===== src/rtl/gwwl_pkg.sv =====
package gwwl_pkg;

	// layout limits
	localparam int MAX_CHARS   = 32;
	localparam int LINE_LIMIT  = 4;
	localparam int LENW        = $clog2(MAX_CHARS + 1);
	localparam int IDXW        = $clog2(MAX_CHARS);
	localparam int QBITS       = $clog2(MAX_CHARS);
	localparam int FIFO_DEPTH  = 2;
	localparam int FIFO_PTRW   = $clog2(FIFO_DEPTH);
	localparam int FIFO_CNTW   = $clog2(FIFO_DEPTH + 1);
	localparam int RAM_DEPTH   = 2 * MAX_CHARS;
	localparam int RAM_AW      = $clog2(RAM_DEPTH);

	// character codes
	localparam logic [7:0] CHAR_END   = 8'd0;
	localparam logic [7:0] CHAR_SPACE = 8'd32;

	// line pitch is font height plus this gap
	localparam logic [8:0] PITCH_GAP = 9'd5;

	// register values after reset
	localparam logic [10:0] RST_TEXT_WIDTH   = 11'd800;
	localparam logic [7:0]  RST_GLYPH_WIDTH  = 8'd8;
	localparam logic [7:0]  RST_GLYPH_HEIGHT = 8'd16;
	localparam logic [10:0] RST_X_ORIGIN     = 11'd0;
	localparam logic [10:0] RST_Y_ORIGIN     = 11'd0;
	localparam logic        RST_CENTER       = 1'b0;
	localparam int RST_CPL_RAW = 800 / 8;
	localparam int RST_CPL     = (RST_CPL_RAW > MAX_CHARS) ? MAX_CHARS : RST_CPL_RAW;

	typedef enum logic [2:0] {
		REG_TEXT_WIDTH   = 3'd0,
		REG_GLYPH_WIDTH  = 3'd1,
		REG_GLYPH_HEIGHT = 3'd2,
		REG_X_ORIGIN     = 3'd3,
		REG_Y_ORIGIN     = 3'd4,
		REG_CENTER       = 3'd5
	} reg_index_t;

	typedef enum logic [1:0] {
		KIND_CHAR = 2'd0,
		KIND_LINE = 2'd1,
		KIND_DONE = 2'd2
	} kind_t;

	typedef struct packed {
		logic [10:0] text_width;
		logic [7:0]  glyph_width;
		logic [7:0]  glyph_height;
		logic [10:0] x_origin;
		logic [10:0] y_origin;
		logic        center;
	} cfg_t;

	// one finished word or end of message, handed from front to back
	typedef struct packed {
		logic            is_end;
		logic [LENW-1:0] len;
		logic            bank;
	} cmd_t;

	typedef struct packed {
		kind_t       kind;
		logic [2:0]  line_num;
		logic [5:0]  column;
		logic [7:0]  glyph;
		logic [15:0] dx;
		logic [15:0] dy;
		logic        last;
	} result_t;

	typedef enum logic [1:0] {
		CPL_IDLE,
		CPL_CHECK,
		CPL_ITER
	} cpl_state_t;

	typedef enum logic [2:0] {
		B_IDLE,
		B_FLUSH,
		B_PREP,
		B_CHARS,
		B_ENDCHK,
		B_DONE
	} back_state_t;

endpackage


===== src/rtl/gwwl_ram.sv =====
module gwwl_ram #(
	parameter int WIDTH = 8,
	parameter int DEPTH = 64
) (
	input  logic                     clk,
	input  logic                     we,
	input  logic [$clog2(DEPTH)-1:0] waddr,
	input  logic [WIDTH-1:0]         wdata,
	input  logic                     re,
	input  logic [$clog2(DEPTH)-1:0] raddr,
	output logic [WIDTH-1:0]         rdata
);

	logic [WIDTH-1:0] mem [DEPTH];
	logic [WIDTH-1:0] rdata_q;

	// one write port, one registered read port
	always_ff @(posedge clk) begin
		if (we) begin
			mem[waddr] <= wdata;
		end
		if (re) begin
			rdata_q <= mem[raddr];
		end
	end

	assign rdata = rdata_q;

endmodule


===== src/rtl/gwwl_cpl.sv =====
module gwwl_cpl (
	input  logic                          clk,
	input  logic                          arst_n,
	input  logic                          start,
	input  gwwl_pkg::cfg_t                cfg,
	output logic [gwwl_pkg::LENW-1:0]     cpl,
	output logic                          busy
);

	gwwl_pkg::cpl_state_t state_q, state_d;
	logic [10:0]                  rem_q;
	logic [gwwl_pkg::QBITS-1:0]   quo_q;
	logic [2:0]                   bit_q;
	logic [gwwl_pkg::LENW-1:0]    cpl_q;

	logic [13:0]                  width_cap;
	logic                         saturate;
	logic [12:0]                  trial;
	logic                         take;
	logic [gwwl_pkg::QBITS-1:0]   quo_d;

	// saturation test and one restoring step
	assign width_cap = 14'(cfg.glyph_width) * 14'(gwwl_pkg::MAX_CHARS);
	assign saturate  = (cfg.glyph_width == 8'd0) || ({3'b0, cfg.text_width} >= width_cap);
	assign trial     = 13'(cfg.glyph_width) << bit_q;
	assign take      = {2'b0, rem_q} >= trial;
	assign quo_d     = take ? (quo_q | (gwwl_pkg::QBITS'(1) << bit_q)) : quo_q;

	// next state
	always_comb begin
		state_d = state_q;
		case (state_q)
			gwwl_pkg::CPL_IDLE: begin
				state_d = gwwl_pkg::CPL_IDLE;
			end
			gwwl_pkg::CPL_CHECK: begin
				state_d = saturate ? gwwl_pkg::CPL_IDLE : gwwl_pkg::CPL_ITER;
			end
			gwwl_pkg::CPL_ITER: begin
				state_d = (bit_q == 3'd0) ? gwwl_pkg::CPL_IDLE : gwwl_pkg::CPL_ITER;
			end
			default: begin
				state_d = gwwl_pkg::CPL_IDLE;
			end
		endcase
		if (start) begin
			state_d = gwwl_pkg::CPL_CHECK;
		end
	end

	// outputs
	always_comb begin
		case (state_q)
			gwwl_pkg::CPL_IDLE: busy = 1'b0;
			default:            busy = 1'b1;
		endcase
	end

	assign cpl = cpl_q;

	// state and quotient registers
	always_ff @(posedge clk or negedge arst_n) begin
		if (!arst_n) begin
			state_q <= gwwl_pkg::CPL_IDLE;
			cpl_q   <= gwwl_pkg::LENW'(gwwl_pkg::RST_CPL);
		end else begin
			state_q <= state_d;
			if (!start) begin
				if (state_q == gwwl_pkg::CPL_CHECK && saturate) begin
					cpl_q <= gwwl_pkg::LENW'(gwwl_pkg::MAX_CHARS);
				end else if (state_q == gwwl_pkg::CPL_ITER && bit_q == 3'd0) begin
					cpl_q <= gwwl_pkg::LENW'(quo_d);
				end
			end
		end
	end

	// datapath of the shift-subtract divider
	always_ff @(posedge clk) begin
		case (state_q)
			gwwl_pkg::CPL_CHECK: begin
				rem_q <= cfg.text_width;
				quo_q <= '0;
				bit_q <= 3'(gwwl_pkg::QBITS - 1);
			end
			gwwl_pkg::CPL_ITER: begin
				if (take) begin
					rem_q <= 11'({2'b0, rem_q} - trial);
				end
				quo_q <= quo_d;
				bit_q <= bit_q - 3'd1;
			end
			default: begin
			end
		endcase
	end

endmodule


===== src/rtl/gwwl_front.sv =====
module gwwl_front (
	input  logic                            clk,
	input  logic                            arst_n,
	input  logic                            s_tvalid,
	output logic                            s_tready,
	input  logic [7:0]                      char_code,
	input  logic                            hold,
	input  logic [gwwl_pkg::LENW-1:0]       cpl,
	input  logic                            cmd_done,
	output logic                            wr_en,
	output logic [gwwl_pkg::RAM_AW-1:0]     wr_addr,
	output logic [7:0]                      wr_data,
	output logic                            push,
	output gwwl_pkg::cmd_t                  push_cmd
);

	logic [gwwl_pkg::LENW-1:0]      len_q;
	logic                           bank_q;
	logic [gwwl_pkg::FIFO_CNTW-1:0] pend_q;
	logic                           xfer;
	logic                           is_end;
	logic                           is_space;
	logic                           has_word;

	// one word bank per outstanding command, so stall once both are held
	assign s_tready = !hold && (pend_q < gwwl_pkg::FIFO_CNTW'(gwwl_pkg::FIFO_DEPTH));
	assign xfer     = s_tvalid && s_tready;

	// classify the byte
	assign is_end   = char_code == gwwl_pkg::CHAR_END;
	assign is_space = char_code == gwwl_pkg::CHAR_SPACE;
	assign has_word = len_q != '0;

	// word characters go to the current bank while there is room on a line
	assign wr_en   = xfer && !is_end && !is_space && (len_q < cpl);
	assign wr_addr = {bank_q, len_q[gwwl_pkg::IDXW-1:0]};
	assign wr_data = char_code;

	// end of message is always queued, a space only after a word
	assign push            = xfer && (is_end || (is_space && has_word));
	assign push_cmd.is_end = is_end;
	assign push_cmd.len    = len_q;
	assign push_cmd.bank   = bank_q;

	always_ff @(posedge clk or negedge arst_n) begin
		if (!arst_n) begin
			len_q  <= '0;
			bank_q <= 1'b0;
			pend_q <= '0;
		end else begin
			if (wr_en) begin
				len_q <= len_q + gwwl_pkg::LENW'(1);
			end
			if (push) begin
				len_q <= '0;
				if (has_word) begin
					bank_q <= !bank_q;
				end
			end
			if (push && !cmd_done) begin
				pend_q <= pend_q + gwwl_pkg::FIFO_CNTW'(1);
			end else if (!push && cmd_done) begin
				pend_q <= pend_q - gwwl_pkg::FIFO_CNTW'(1);
			end
		end
	end

endmodule


===== src/rtl/gwwl_fifo.sv =====
module gwwl_fifo (
	input  logic           clk,
	input  logic           arst_n,
	input  logic           push,
	input  gwwl_pkg::cmd_t push_cmd,
	input  logic           pop,
	output gwwl_pkg::cmd_t head,
	output logic           empty
);

	gwwl_pkg::cmd_t                 slot_q [gwwl_pkg::FIFO_DEPTH];
	logic [gwwl_pkg::FIFO_PTRW-1:0] wr_ptr_q;
	logic [gwwl_pkg::FIFO_PTRW-1:0] rd_ptr_q;
	logic [gwwl_pkg::FIFO_CNTW-1:0] count_q;

	assign head  = slot_q[rd_ptr_q];
	assign empty = count_q == '0;

	// slots
	always_ff @(posedge clk) begin
		if (push) begin
			slot_q[wr_ptr_q] <= push_cmd;
		end
	end

	// pointers and fill level
	always_ff @(posedge clk or negedge arst_n) begin
		if (!arst_n) begin
			wr_ptr_q <= '0;
			rd_ptr_q <= '0;
			count_q  <= '0;
		end else begin
			if (push) begin
				wr_ptr_q <= wr_ptr_q + gwwl_pkg::FIFO_PTRW'(1);
			end
			if (pop) begin
				rd_ptr_q <= rd_ptr_q + gwwl_pkg::FIFO_PTRW'(1);
			end
			if (push && !pop) begin
				count_q <= count_q + gwwl_pkg::FIFO_CNTW'(1);
			end else if (!push && pop) begin
				count_q <= count_q - gwwl_pkg::FIFO_CNTW'(1);
			end
		end
	end

endmodule


===== src/rtl/gwwl_back.sv =====
module gwwl_back (
	input  logic                          clk,
	input  logic                          arst_n,
	input  gwwl_pkg::cfg_t                cfg,
	input  logic [gwwl_pkg::LENW-1:0]     cpl,
	input  logic                          fifo_empty,
	input  gwwl_pkg::cmd_t                fifo_head,
	output logic                          pop,
	output logic                          cmd_done,
	output logic                          rd_en,
	output logic [gwwl_pkg::RAM_AW-1:0]   rd_addr,
	input  logic [7:0]                    rd_data,
	output logic                          m_valid,
	input  logic                          m_ready,
	output gwwl_pkg::result_t             m_res
);

	gwwl_pkg::back_state_t     state_q, state_d;
	gwwl_pkg::cmd_t            cmd_q;
	logic [gwwl_pkg::LENW-1:0] wl_q;
	logic [gwwl_pkg::LENW-1:0] k_q;
	logic [gwwl_pkg::LENW-1:0] k_next;
	logic [2:0]                idx_q;
	logic [gwwl_pkg::LENW-1:0] fill_q;
	logic                      full_q;
	logic                      m_valid_q;
	gwwl_pkg::result_t         res_q;

	logic                      adv;
	logic                      want;
	gwwl_pkg::result_t         res;
	logic                      wl_zero;
	logic                      has_fill;
	logic                      wrap;
	logic                      last_line;
	logic                      last_char;
	logic [gwwl_pkg::LENW:0]   need;
	logic [13:0]               line_px;
	logic [10:0]               slack;
	logic [15:0]               line_x;
	logic [8:0]                pitch;
	logic [11:0]               y_step;
	logic [15:0]               line_y;
	gwwl_pkg::result_t         rec_line;
	gwwl_pkg::result_t         rec_char;

	// output register advances when empty or being taken
	assign adv = !m_valid_q || m_ready;

	// placement tests
	assign wl_zero   = (wl_q == '0) || full_q;
	assign has_fill  = fill_q != '0;
	assign need      = (gwwl_pkg::LENW + 1)'(fill_q) + (gwwl_pkg::LENW + 1)'(1)
		+ (gwwl_pkg::LENW + 1)'(wl_q);
	assign wrap      = has_fill && (need > (gwwl_pkg::LENW + 1)'(cpl));
	assign last_line = ({1'b0, idx_q} + 4'd1) >= 4'(gwwl_pkg::LINE_LIMIT);
	assign k_next    = k_q + gwwl_pkg::LENW'(1);
	assign last_char = k_next == wl_q;

	// line geometry
	assign line_px = 14'(fill_q) * 14'(cfg.glyph_width);
	assign slack   = cfg.text_width - line_px[10:0];
	assign line_x  = (cfg.center && (line_px < {3'b0, cfg.text_width}))
		? 16'(cfg.x_origin) + 16'(slack >> 1) : 16'(cfg.x_origin);
	assign pitch   = {1'b0, cfg.glyph_height} + gwwl_pkg::PITCH_GAP;
	assign y_step  = 12'(idx_q) * 12'(pitch);
	assign line_y  = 16'(cfg.y_origin) + 16'(y_step);

	// line record and placed character templates
	always_comb begin
		rec_line          = '0;
		rec_line.kind     = gwwl_pkg::KIND_LINE;
		rec_line.line_num = idx_q;
		rec_line.column   = 6'(fill_q);
		rec_line.dx       = line_x;
		rec_line.dy       = line_y;
		rec_char          = '0;
		rec_char.kind     = gwwl_pkg::KIND_CHAR;
		rec_char.line_num = idx_q;
		rec_char.column   = 6'(fill_q);
		rec_char.dy       = line_y;
	end

	// outputs of the sequencer
	always_comb begin
		want     = 1'b0;
		res      = rec_char;
		pop      = 1'b0;
		cmd_done = 1'b0;
		rd_en    = 1'b0;
		rd_addr  = {cmd_q.bank, k_q[gwwl_pkg::IDXW-1:0]};
		case (state_q)
			gwwl_pkg::B_IDLE: begin
				pop = !fifo_empty;
			end
			gwwl_pkg::B_FLUSH: begin
				if (!wl_zero && wrap) begin
					want     = 1'b1;
					res      = rec_line;
					res.last = !cmd_q.is_end && last_line;
				end else if (!wl_zero && has_fill) begin
					want      = 1'b1;
					res       = rec_char;
					res.glyph = gwwl_pkg::CHAR_SPACE;
				end
			end
			gwwl_pkg::B_PREP: begin
				rd_en   = 1'b1;
				rd_addr = {cmd_q.bank, {gwwl_pkg::IDXW{1'b0}}};
			end
			gwwl_pkg::B_CHARS: begin
				want      = 1'b1;
				res       = rec_char;
				res.glyph = rd_data;
				res.last  = !cmd_q.is_end && last_char;
				rd_en     = adv;
				rd_addr   = {cmd_q.bank, k_next[gwwl_pkg::IDXW-1:0]};
			end
			gwwl_pkg::B_ENDCHK: begin
				if (!cmd_q.is_end) begin
					cmd_done = 1'b1;
				end else if (!full_q && has_fill) begin
					want = 1'b1;
					res  = rec_line;
				end
			end
			gwwl_pkg::B_DONE: begin
				want          = 1'b1;
				res           = '0;
				res.kind      = gwwl_pkg::KIND_DONE;
				res.line_num  = idx_q;
				res.last      = 1'b1;
				cmd_done      = adv;
			end
			default: begin
			end
		endcase
	end

	// next state
	always_comb begin
		state_d = state_q;
		case (state_q)
			gwwl_pkg::B_IDLE: begin
				if (!fifo_empty) begin
					state_d = gwwl_pkg::B_FLUSH;
				end
			end
			gwwl_pkg::B_FLUSH: begin
				if (wl_zero) begin
					state_d = gwwl_pkg::B_ENDCHK;
				end else if (wrap) begin
					if (adv && last_line) begin
						state_d = gwwl_pkg::B_ENDCHK;
					end
				end else if (has_fill) begin
					if (adv) begin
						state_d = gwwl_pkg::B_PREP;
					end
				end else begin
					state_d = gwwl_pkg::B_PREP;
				end
			end
			gwwl_pkg::B_PREP: begin
				state_d = gwwl_pkg::B_CHARS;
			end
			gwwl_pkg::B_CHARS: begin
				if (adv && last_char) begin
					state_d = gwwl_pkg::B_ENDCHK;
				end
			end
			gwwl_pkg::B_ENDCHK: begin
				if (!cmd_q.is_end) begin
					state_d = gwwl_pkg::B_IDLE;
				end else if (!full_q && has_fill) begin
					if (adv) begin
						state_d = gwwl_pkg::B_DONE;
					end
				end else begin
					state_d = gwwl_pkg::B_DONE;
				end
			end
			gwwl_pkg::B_DONE: begin
				if (adv) begin
					state_d = gwwl_pkg::B_IDLE;
				end
			end
			default: begin
				state_d = gwwl_pkg::B_IDLE;
			end
		endcase
	end

	// line position state and output register
	always_ff @(posedge clk or negedge arst_n) begin
		if (!arst_n) begin
			state_q   <= gwwl_pkg::B_IDLE;
			idx_q     <= '0;
			fill_q    <= '0;
			full_q    <= 1'b0;
			m_valid_q <= 1'b0;
		end else begin
			state_q <= state_d;
			if (adv) begin
				m_valid_q <= want;
			end
			case (state_q)
				gwwl_pkg::B_FLUSH: begin
					if (!wl_zero && wrap && adv) begin
						idx_q  <= idx_q + 3'd1;
						fill_q <= '0;
						if (last_line) begin
							full_q <= 1'b1;
						end
					end else if (!wl_zero && has_fill && adv) begin
						fill_q <= fill_q + gwwl_pkg::LENW'(1);
					end
				end
				gwwl_pkg::B_CHARS: begin
					if (adv) begin
						fill_q <= fill_q + gwwl_pkg::LENW'(1);
					end
				end
				gwwl_pkg::B_ENDCHK: begin
					if (cmd_q.is_end && !full_q && has_fill && adv) begin
						idx_q  <= idx_q + 3'd1;
						fill_q <= '0;
					end
				end
				gwwl_pkg::B_DONE: begin
					if (adv) begin
						idx_q  <= '0;
						fill_q <= '0;
						full_q <= 1'b0;
					end
				end
				default: begin
				end
			endcase
		end
	end

	// result data, command, word length and replay index
	always_ff @(posedge clk) begin
		if (adv && want) begin
			res_q <= res;
		end
		if (pop) begin
			cmd_q <= fifo_head;
			wl_q  <= (fifo_head.len > cpl) ? cpl : fifo_head.len;
		end
		if (state_q == gwwl_pkg::B_PREP) begin
			k_q <= '0;
		end else if (state_q == gwwl_pkg::B_CHARS && adv) begin
			k_q <= k_next;
		end
	end

	assign m_valid = m_valid_q;
	assign m_res   = res_q;

endmodule


===== src/rtl/greedy_word_wrap_layout.sv =====
// Greedy word-wrap layout. Message bytes enter on the slave stream, one byte per transfer:
// 0 ends a message, 32 separates words, anything else is a word character. The front end
// writes each word character into one of two word banks; a separator queues the finished
// word for the back end, which replays it from the bank and sends one result per cycle
// while the output is taken: the separating space, each character, a line record after
// each full line and after a partly filled last line, and a done record at message end.
// Per word the back end adds a dequeue, a bank read start and an end check step to its
// results, and one more step when the word opens a line, so with typical words the
// sustained byte rate is set by the back end's replay sequencer and the single bank read
// port. Two finished words or message ends may be outstanding; while both are held, input
// stalls until the back end finishes one. After any register write the input is held while
// the characters-per-line limit is recomputed by a shift-subtract divider. No clearing pass
// is needed after reset.
module greedy_word_wrap_layout (
	input  logic        clk,
	input  logic        arst_n,
	input  logic        cfg_we,
	input  logic [2:0]  cfg_index,
	input  logic [10:0] cfg_data,
	input  logic        s_tvalid,
	output logic        s_tready,
	input  logic [7:0]  s_tdata,   // char_code[7:0]
	output logic        m_tvalid,
	input  logic        m_tready,
	output logic [55:0] m_tdata,   // line_num[2:0], column[8:3], glyph_code[16:9],
	                               // draw_x[32:17], draw_y[48:33], zero fill
	output logic [1:0]  m_tuser,   // kind[1:0]
	output logic        m_tlast
);

	gwwl_pkg::cfg_t                 cfg_q;
	logic [gwwl_pkg::LENW-1:0]      cpl;
	logic                           cpl_busy;
	logic                           wr_en;
	logic [gwwl_pkg::RAM_AW-1:0]    wr_addr;
	logic [7:0]                     wr_data;
	logic                           rd_en;
	logic [gwwl_pkg::RAM_AW-1:0]    rd_addr;
	logic [7:0]                     rd_data;
	logic                           push;
	gwwl_pkg::cmd_t                 push_cmd;
	logic                           pop;
	gwwl_pkg::cmd_t                 fifo_head;
	logic                           fifo_empty;
	logic                           cmd_done;
	gwwl_pkg::result_t              res;

	// configuration registers
	always_ff @(posedge clk or negedge arst_n) begin
		if (!arst_n) begin
			cfg_q.text_width   <= gwwl_pkg::RST_TEXT_WIDTH;
			cfg_q.glyph_width  <= gwwl_pkg::RST_GLYPH_WIDTH;
			cfg_q.glyph_height <= gwwl_pkg::RST_GLYPH_HEIGHT;
			cfg_q.x_origin     <= gwwl_pkg::RST_X_ORIGIN;
			cfg_q.y_origin     <= gwwl_pkg::RST_Y_ORIGIN;
			cfg_q.center       <= gwwl_pkg::RST_CENTER;
		end else if (cfg_we) begin
			case (cfg_index)
				gwwl_pkg::REG_TEXT_WIDTH:   cfg_q.text_width   <= cfg_data;
				gwwl_pkg::REG_GLYPH_WIDTH:  cfg_q.glyph_width  <= cfg_data[7:0];
				gwwl_pkg::REG_GLYPH_HEIGHT: cfg_q.glyph_height <= cfg_data[7:0];
				gwwl_pkg::REG_X_ORIGIN:     cfg_q.x_origin     <= cfg_data;
				gwwl_pkg::REG_Y_ORIGIN:     cfg_q.y_origin     <= cfg_data;
				gwwl_pkg::REG_CENTER:       cfg_q.center       <= cfg_data[0];
				default: begin
				end
			endcase
		end
	end

	// characters per line
	gwwl_cpl u_cpl (
		.clk    (clk),
		.arst_n (arst_n),
		.start  (cfg_we),
		.cfg    (cfg_q),
		.cpl    (cpl),
		.busy   (cpl_busy)
	);

	// byte intake and word buffering
	gwwl_front u_front (
		.clk       (clk),
		.arst_n    (arst_n),
		.s_tvalid  (s_tvalid),
		.s_tready  (s_tready),
		.char_code (s_tdata),
		.hold      (cpl_busy || cfg_we),
		.cpl       (cpl),
		.cmd_done  (cmd_done),
		.wr_en     (wr_en),
		.wr_addr   (wr_addr),
		.wr_data   (wr_data),
		.push      (push),
		.push_cmd  (push_cmd)
	);

	// two word banks
	gwwl_ram #(
		.WIDTH (8),
		.DEPTH (gwwl_pkg::RAM_DEPTH)
	) u_words (
		.clk   (clk),
		.we    (wr_en),
		.waddr (wr_addr),
		.wdata (wr_data),
		.re    (rd_en),
		.raddr (rd_addr),
		.rdata (rd_data)
	);

	// word queue
	gwwl_fifo u_fifo (
		.clk      (clk),
		.arst_n   (arst_n),
		.push     (push),
		.push_cmd (push_cmd),
		.pop      (pop),
		.head     (fifo_head),
		.empty    (fifo_empty)
	);

	// placement and result generation
	gwwl_back u_back (
		.clk        (clk),
		.arst_n     (arst_n),
		.cfg        (cfg_q),
		.cpl        (cpl),
		.fifo_empty (fifo_empty),
		.fifo_head  (fifo_head),
		.pop        (pop),
		.cmd_done   (cmd_done),
		.rd_en      (rd_en),
		.rd_addr    (rd_addr),
		.rd_data    (rd_data),
		.m_valid    (m_tvalid),
		.m_ready    (m_tready),
		.m_res      (res)
	);

	// result packing
	assign m_tdata = {7'b0, res.dy, res.dx, res.glyph, res.column, res.line_num};
	assign m_tuser = res.kind;
	assign m_tlast = res.last;

endmodule


===== config.mk =====
export PLATFORM = sky130hd
export DESIGN_NAME = greedy_word_wrap_layout
export DESIGN_NICKNAME = d
export VERILOG_FILES = /design/src/rtl/gwwl_pkg.sv /design/src/rtl/gwwl_ram.sv /design/src/rtl/gwwl_cpl.sv /design/src/rtl/gwwl_front.sv /design/src/rtl/gwwl_fifo.sv /design/src/rtl/gwwl_back.sv /design/src/rtl/greedy_word_wrap_layout.sv
export SDC_FILE = /design/constraint.sdc
export NUM_CORES = 1
export LEC_CHECK = 0
export ABC_AREA = 0
export ABC_CLOCK_PERIOD_IN_PS = 12700
export BUFFER_PORTS_ARGS = -buffer_cell sky130_fd_sc_hd__buf_2
export CAP_MARGIN = 20
export CORE_UTILIZATION = 61
export DETAILED_ROUTE_END_ITERATION = 16
export PLACE_DENSITY = 0.82
export SLEW_MARGIN = 20
export SYNTH_ARGS = -nofsm -noshare
export SYNTH_HDL_FRONTEND = slang
export SYNTH_SLANG_ARGS = --single-unit

===== constraint.sdc =====
create_clock -name clk -period 12.7 [get_ports clk]
set_input_delay 1.27 -clock clk [delete_from_list [all_inputs] [get_ports clk]]
set_output_delay 1.27 -clock clk [all_outputs]
set_load 0.05 [all_outputs]

==> summary.md, run 1 <==
| Metric | Value |
|---|---|
| Status | `complete, no violations` |
| Starting Density | `62.2%` |
| DRT Pass-1 Iters | `6` |
| Switching Share | `39.8%` |
| Die X | `~240 um` |
| Hpwl dp | `53100 um` |
| Slew @ Worst Pin | `~1100 ps` |
| FFs w/ async S/R, synth | `between 10% and 20%` |
| Worst Setup Path Type | `reg2reg` |
| Post-Layout Inst Area | `about 37000 um2` |
| Delay-heaviest family, CP | `adder cells` |
| Number of max-cap violations | `0` |
| Tcrit/Tclk final | `between 40 and 50%` |
| Seq pwr share | `between 30% and 40%` |
| Slowest stage cell, crit path | `fa_1` |
| Avg Inst Size Synth | `about 12 um2` |
| VDD IR max | `roughly 0.19 mV` |
| First-pass GRT wire length | `129000 um` |
| R2R cell count | `24` |
| Final setup TNS | `0 ps` |
| Setup Fix Bufs, Post-CTS | `0` |
| Critical Path Sink | `u_back.m_res[27]` |
| Via count | `~23000` |
| Switching power of the nets | `~3.5 mW` |
| IO buf count | `between 70 and 80` |
| Row cnt | `85` |
| Final setup viols | `0` |
| Htree depth | `3` |
| Layout Skew | `between 40 and 50 ps` |
| Initial DRC count | `approximately 2800` |
| Gate power share | `41.6%` |
| Sequential share of the synthesized area | `just over 60%` |
| CTS sink cnt | `about 700` |
| Synth Cell Area | `33700 um2` |
| Fmax | `about 160 MHz` |
| Post-layout util | `between 60% and 70%` |
| Resize count post-CTS | `0` |
| Cells after Synth | `roughly 2900` |
| Nets | `about 3100` |
| Ant diodes | `0` |
| Max-slew violations | `0` |
| Synth cell types | `82` |
| CP bufs+invs | `4` |
| Vias in the first global route | `~23000` |
| Initial antenna violation count | `1` |
| Clock Power Share | `24.2%` |
| Number of synthesized flops with an enable pin | `between 600 and 700` |
| CP Max Fanout | `9` |
| Cts hold-fix bufs | `0` |
| Final GP Congestion | `0.936` |
| CP startpoint | `u_back.fill_q[1]` |
| Pin count of the biggest net entering global routing | `162` |
| Worst R2R End | `u_back.m_res[27]` |
| Wirelength, routed | `roughly 83000 um` |
| Power Internal | `between 5 and 6 mW` |
| CTS tree | `done` |
| DR WL/cell | `about 22 um` |
| Synth Warn # | `0` |
| WP data required | `around 13000 ps` |
| CTS Buf Count | `72` |
| Critical path depth | `24` |
| Final Hold Violating Endpoints | `0` |
| PwrDens | `236 nW/um2` |
| ANT nets after route | `0` |
| Seq cells post-synth | `approximately 700` |
| Worst-Skew Late Latency | `around 640 ps` |
| R2r setup slk | `about 6500 ps` |
| Critical path capture point type | `flop` |
| Worst hold-check path type | `reg2reg` |
| Static leakage | `around 14 nW` |
| Root buf cell | `clkbuf_16` |
| I/O pin total | `between 80 and 90` |
| RSZ-0062 raised after global routing | `no` |
| Ys flop type | `edfxtp_1` |
| CP startpoint kind | `flop` |
| Die height | `around 240 um` |
| GR Overflow Total | `0` |
| Crit path arrival time | `approximately 6500 ps` |
| Via density | `between 6 and 7` |
| Syn-to-layout area delta | `9.12%` |
| Worst-path cell chain | `inv_1, nor2_1, fa_1, ha_1, inv_1, fa_1, inv_1, ha_1, a211oi_1, o21bai_1, a21oi_1, o21bai_1, a21oi_1, xnor2_1, ha_1, inv_1, and3_1, a2111oi_0, o311ai_0, ha_1, nand2_1, o21ai_0, nand2_1, mux2i_1` |
| Post-placement cell area | `34500 um2` |
| Die Footprint | `56200 um2` |
| Max clock buf depth | `3` |
| Crit path time final | `a little over 6000 ps` |
| Worst-path clk slew | `roughly 60 ps` |
| Slowest stage delay, CP | `~590 ps` |
| Core ar. | `54200 um2` |
| Worst r2r src | `u_back.fill_q[1]` |
| Slew margin rel. | `about a quarter` |
| Share of cells above drive strength 1 | `about a tenth` |
| GRT Total Usage | `between 20% and 30%` |
| DRC Markers | `0` |
## synth_stat cells, types with 45 or more instances
library cell	count	area, um2
and2_1	45	282
nand2_1	627	2350
buf_2	51	255
dfrtp_1	79	1980
nand3_1	241	1210
clkbuf_1	58	218
inv_1	123	462
ha_1	123	1540
edfxtp_1	608	18300
a21oi_1	122	611
mux2_2	48	541
fa_1	46	921
o21ai_0	77	385
nor2_1	140	526
## power groups by stage
| stage | Combinational (mW) | Sequential [mW] | Clock (mW) |
|---|---|---|---|
| finish | 3.61 | 2.97 | 2.10 |
| global route | 3.97 | 2.99 | 2.20 |
| CTS | 3.57 | 2.96 | 2.11 |
| detailed placement | 3.53 | 3.01 | 0 |
| global placement | 3.44 | 3.00 | 0 |
| floorplan | 2.54 | 3.18 | 0 |
## worst min-delay path by stage
| stage | start | endpoint | slack, ps | depth (start not counted) |
|---|---|---|---|---|
| after detailed placement | u_front.pend_q[1] | u_front.pend_q[1] | 480 | 1 |
| final | u_front.pend_q[1] | u_front.pend_q[1] | 490 | 1 |
| after floorplan | u_front.bank_q | u_fifo.slot_q[0][0] | 440 | 0 |
| after global routing | u_front.pend_q[1] | u_front.pend_q[1] | 510 | 1 |
| after CTS | u_front.pend_q[1] | u_front.pend_q[1] | 490 | 1 |
| after global placement | u_fifo.wr_ptr_q | u_fifo.wr_ptr_q | 470 | 1 |
## registers in the layout, summed over array words and instances (netlist names), 2 cells and up
name and cells:
u_words.mem 512, u_cpl.state_q 2, u_fifo.count_q 2, u_back.cmd_q 2
cfg_q 50, u_cpl.quo_q 5, u_words.rdata 8, u_back.state_q 3
u_cpl.bit_q 3, u_back.fill_q 6, u_back.k_q 6, u_cpl.cpl 6
u_cpl.rem_q 11, u_back.wl_q 6, u_front.pend_q 2, u_front.len_q 6
u_back.idx_q 3, u_fifo.slot_q 16, u_back.m_res 45
## per-layer routing
metal	global-route usage, %	vias up	part of all wire, %
met3	5.24	252	8.8
met5	0	-	0
met4	14.7	0	4.9
met1	38.5	11200	38
li1	-	10400	-
met2	49.5	1302	49
## metrics by stage
step	total power, mW	worst slack (ps)	std cells	hold slack (ps)
final	8.68	6540	3691	488
after global routing	9.15	6010	3691	508
after CTS	8.64	6630	3691	490
after detailed placement	6.54	6710	3561	478
after global placement	6.43	6880	3561	469
after floorplan	5.72	7300	2926	440
## final cells by class
class                           count  area [um2]
Sequential cell                   699       20500
Fill cell                        3708       17400
Multi-Input combinational cell   1944       12100
Clock buffer                       93        1930
Tap cell                          696         871
Timing Repair Buffer               98         581
Inverter                          124         465
Clock inverter                     37         389
## worst reg2reg max path: cells and delay by family, from the launching register on
family | cells | cell delay [ps]
AO/OA/AOI/OAI | 8 | 1780
AND/OR/NAND/NOR | 4 | 520
multiplexers | 1 | 120
adder cells (fa/ha/maj) | 6 | 2400
XOR/XNOR | 1 | 90
buffers and inverters | 4 | 450
flip-flops | 1 | 520
## cell usage in the layout (no fill, tap or decap), types with 10 or more instances in the layout
cell	n
nor2b_1	28
edfxtp_1	608
and2_1	45
clkinv_2	11
o21a_1	10
a21o_1	28
nand2_1	627
dfrtp_1	79
o22ai_1	12
buf_4	24
fa_1	46
a211oi_1	10
nor2_1	140
nor4_1	17
xnor2_1	40
nand2b_1	22
inv_1	122
clkinv_1	13
nand3_1	241
clkbuf_1	18
and3_1	31
o21ai_0	77
buf_2	72
a32oi_1	11
a2111oi_0	10
a311oi_1	10
xor2_1	21
a21oi_1	122
a31oi_1	32
mux2i_1	28
nor3_1	20
mux2_2	48
conb_1	14
ha_1	123
clkbuf_16	74
## kinds of logic after synthesis
group                    synth area share [%]
multiplexers                             2.73
other                                  0.0111
adder cells (fa/ha/maj)                  7.29
XOR/XNOR                                 1.58
flip-flops                               60.8
AND/OR/NAND/NOR                          16.3
AO/OA/AOI/OAI                            7.48
buffers and inverters                    3.81
No activity file was read; power rests on OpenSTA's default activity.
==> run 2, diff against run 1 <==
Settings changed: ABC_CLOCK_PERIOD_IN_PS 12700 to 4950, CORE_UTILIZATION 61 to 57, PLACE_DENSITY 0.82 to 0.81.
Clock period 12.7 ns to 4.95 ns, I/O delays scaled along.
==> summary.md, run 2 (synthesis results as in run 1) <==
| Metric | Value |
|---|---|
| Reg with most FFs | `u_words.mem (unchanged)` |
| Failing checks | `negative setup slack` |
| Critical Path Sink | `u_back.m_res[27] (unchanged)` |
| Worst hold-check path type | `in2reg (was reg2reg)` |
| Wirelength, routed | `87700 um (was 82600 um)` |
| WP data required | `5320 ps (was 13050 ps)` |
| Initial antenna violation count | `4 (was 1)` |
| Die Footprint | `60100 um2 (was 56200 um2)` |
| R2r setup slk | `-470 ps (was 6540 ps)` |
| Final setup TNS | `-3070 ps (was 0 ps)` |
| Number of max-cap violations | `0 (unchanged)` |
| Post-layout util | `65.9% (was 67.9%)` |
| Highest-count cells in the layout ignoring fill and taps | `nand2_1 (623), edfxtp_1 (608), nand3_1 (241) (was nand2_1 (627), edfxtp_1 (608), nand3_1 (241))` |
| Post-placement cell area | `35300 um2 (was 34500 um2)` |
| Static leakage | `14.6 nW (was 14.0 nW)` |
| Final GP Congestion | `0.964 (was 0.936)` |
| Via count | `23800 (was 23200)` |
| Max-slew violations | `0 (unchanged)` |
| Core ar. | `58000 um2 (was 54200 um2)` |
| Worst Setup Path Type | `reg2reg (unchanged)` |
| Placed Instances | `3708 (was 3561)` |
| Final setup viols | `12 (was 0)` |
| Status | `finished with violations (was complete, no violations)` |
| Worst-Skew Late Latency | `640 ps (about the same)` |
| IO buf count | `73 (unchanged)` |
| Hpwl dp | `56300 um (was 53100 um)` |
| DR WL/cell | `22.7 um (was 22.4 um)` |
| Slew margin rel. | `27.0% (was 26.3%)` |
| Syn-to-layout area delta | `13.4% (was 9.12%)` |
| ANT nets after route | `0 (unchanged)` |
| Fmax | `184 MHz (was 162 MHz)` |
| DRC Markers | `0 (unchanged)` |
| I/O pin total | `88 (unchanged)` |
| CP Max Fanout | `5 (was 9)` |
| Die height | `245 um (was 237 um)` |
| Max reg flops | `512 (unchanged)` |
| Slew @ Worst Pin | `1100 ps (about the same)` |
| RSZ-0062 raised after global routing | `yes (was no)` |
| CP startpoint kind | `flop (unchanged)` |
| Via density | `6.18 (was 6.28)` |
| Root buf cell | `clkbuf_16 (unchanged)` |
| Final Hold Violating Endpoints | `0 (unchanged)` |
| Max clock buf depth | `3 (unchanged)` |
| CTS Buf Count | `73 (was 72)` |
| GR Overflow Total | `0 (unchanged)` |
| Most common cell after layout, fill and taps aside | `nand2_1 (unchanged)` |
| Row cnt | `88 (was 85)` |
| Htree depth | `3 (unchanged)` |
| Crit path time final | `5420 ps (was 6160 ps)` |
| PwrDens | `636 nW/um2 (was 236 nW/um2)` |
| Worst r2r src | `cfg_q[34] (was u_back.fill_q[1])` |
| Worst-path clk slew | `60 ps (about the same)` |
| Post-Layout Inst Area | `38300 um2 (was 36800 um2)` |
| Nets | `3230 (was 3135)` |
| VDD IR max | `0.882 mV (was 0.190 mV)` |
| Slowest stage delay, CP | `590 ps (about the same)` |
| Pin count of the biggest net entering global routing | `97 (was 162)` |
| Worst-path cell chain | `nand2_2, fa_1, fa_1, inv_1, fa_2, ha_4, o21ai_2, o21bai_1, a21oi_2, o21bai_1, a21oi_1, xnor2_1, ha_1, inv_2, buf_6, nor4_2, a2111oi_4, o311ai_4, ha_4, nand2_1, o21ai_1, nand2_1, mux2i_1 (was inv_1, nor2_1, fa_1, ha_1, inv_1, fa_1, inv_1, ha_1, a211oi_1, o21bai_1, a21oi_1, o21bai_1, a21oi_1, xnor2_1, ha_1, inv_1, and3_1, a2111oi_0, o311ai_0, ha_1, nand2_1, o21ai_0, nand2_1, mux2i_1)` |
| Share of cells above drive strength 1 | `14.9% (was 9.42%)` |
| Tcrit/Tclk final | `110% (was 48.5%)` |
| CTS sink cnt | `699 (unchanged)` |
| CTS tree | `done (unchanged)` |
| Worst R2R End | `u_back.m_res[27] (unchanged)` |
| Layout Skew | `25.0 ps (was 41.4 ps)` |
| Non-filler instance count after layout | `3860 (was 3691)` |
| Critical path capture point type | `flop (unchanged)` |
| First-pass GRT wire length | `136000 um (was 129000 um)` |
| R2R cell count | `23 (was 24)` |
| GRT Total Usage | `29.5% (was 29.9%)` |
| Initial DRC count | `2632 (was 2754)` |
| DRT Pass-1 Iters | `6 (unchanged)` |
| Setup ws final | `-472 ps (was 6540 ps)` |
| Starting Density | `58.1% (was 62.2%)` |
| CP startpoint | `cfg_q[34] (was u_back.fill_q[1])` |
| Slowest stage cell, crit path | `dfstp_2 (was fa_1)` |
| Vias in the first global route | `24000 (was 23000)` |
| Die X | `245 um (was 237 um)` |
| Crit path arrival time | `5800 ps (was 6510 ps)` |
## run 2: changes by cell type in the layout (fill, tap and decap cells not counted), sizes merged
| cell | change |
|---|---|
| buf | +93 |
| clkbuf | +1 |
| clkinv | +3 |
| diode | +1 |
| dlygate4sd3 | +1 |
| inv | +1 |
## run 2: repair_timing
item	in CTS	in global routing
resized for setup	49	32
cloned	1	0
pin swaps	32	17
hold buffers	1	0
endpoints found under the setup margin	12	12
setup buffers	13	2
endpoints found under the hold margin	39	0
## run 2: layout make-up
class                           instances  area, um2
Multi-Input combinational cell       1944      12500
Antenna cell                            1       2.50
Fill cell                            4026      19800
Tap cell                              765        957
Clock inverter                         41        382
Inverter                              124        465
Clock buffer                           94       2080
Timing Repair Buffer                  192       1360
Sequential cell                       699      20500
## run 2: worst max-delay path: cells and delay by family, from the launching register on
family / cells / cell delay (ps)
adder cells (fa/ha/maj): 6 / 2360
AO/OA/AOI/OAI: 8 / 1400
flip-flops: 1 / 590
AND/OR/NAND/NOR: 4 / 260
buffers and inverters: 3 / 260
multiplexers: 1 / 140
XOR/XNOR: 1 / 130
## run 2: how the worst min path moves through the flow
stage	start	to	slack, ps	depth (start not counted)
6_report	cfg_data[10]	cfg_q[11]	160	3
4_1_cts	cfg_data[9]	cfg_q[48]	130	3
5_1_grt	cfg_we	u_cpl.state_q[0]	140	1
3_5_place_dp	u_back.k_q[5]	u_back.k_q[5]	480	1
3_3_place_gp	u_fifo.wr_ptr_q	u_fifo.wr_ptr_q	470	1
2_1_floorplan	arst_n	cfg_q[0]	200	0
## run 2: routing by layer
layer	global-route usage (%)	vias to the layer above	wire length, um
met5	0	-	22
met4	12.6	4	3950
met3	5.54	277	8070
met2	49.1	1364	42800
met1	37.8	11600	32900
li1	-	10600	-
## run 2: metrics by stage
step                      setup WS, ps  hold slack (ps)  total power [mW]
after global routing              -705              142              25.5
after global placement            -244              468              17.3
final                             -472              157              24.3
after detailed placement          -390              483              17.7
after floorplan                  -67.1              199              14.9
after CTS                         -305              130              23.8
## run 2: power breakdown
group	switching, mW	internal (mW)	total (mW)
Clock	2.35	3.26	5.62
Sequential	0.442	7.12	7.56
Combinational	6.93	4.23	11.2
Total	9.72	14.6	24.3
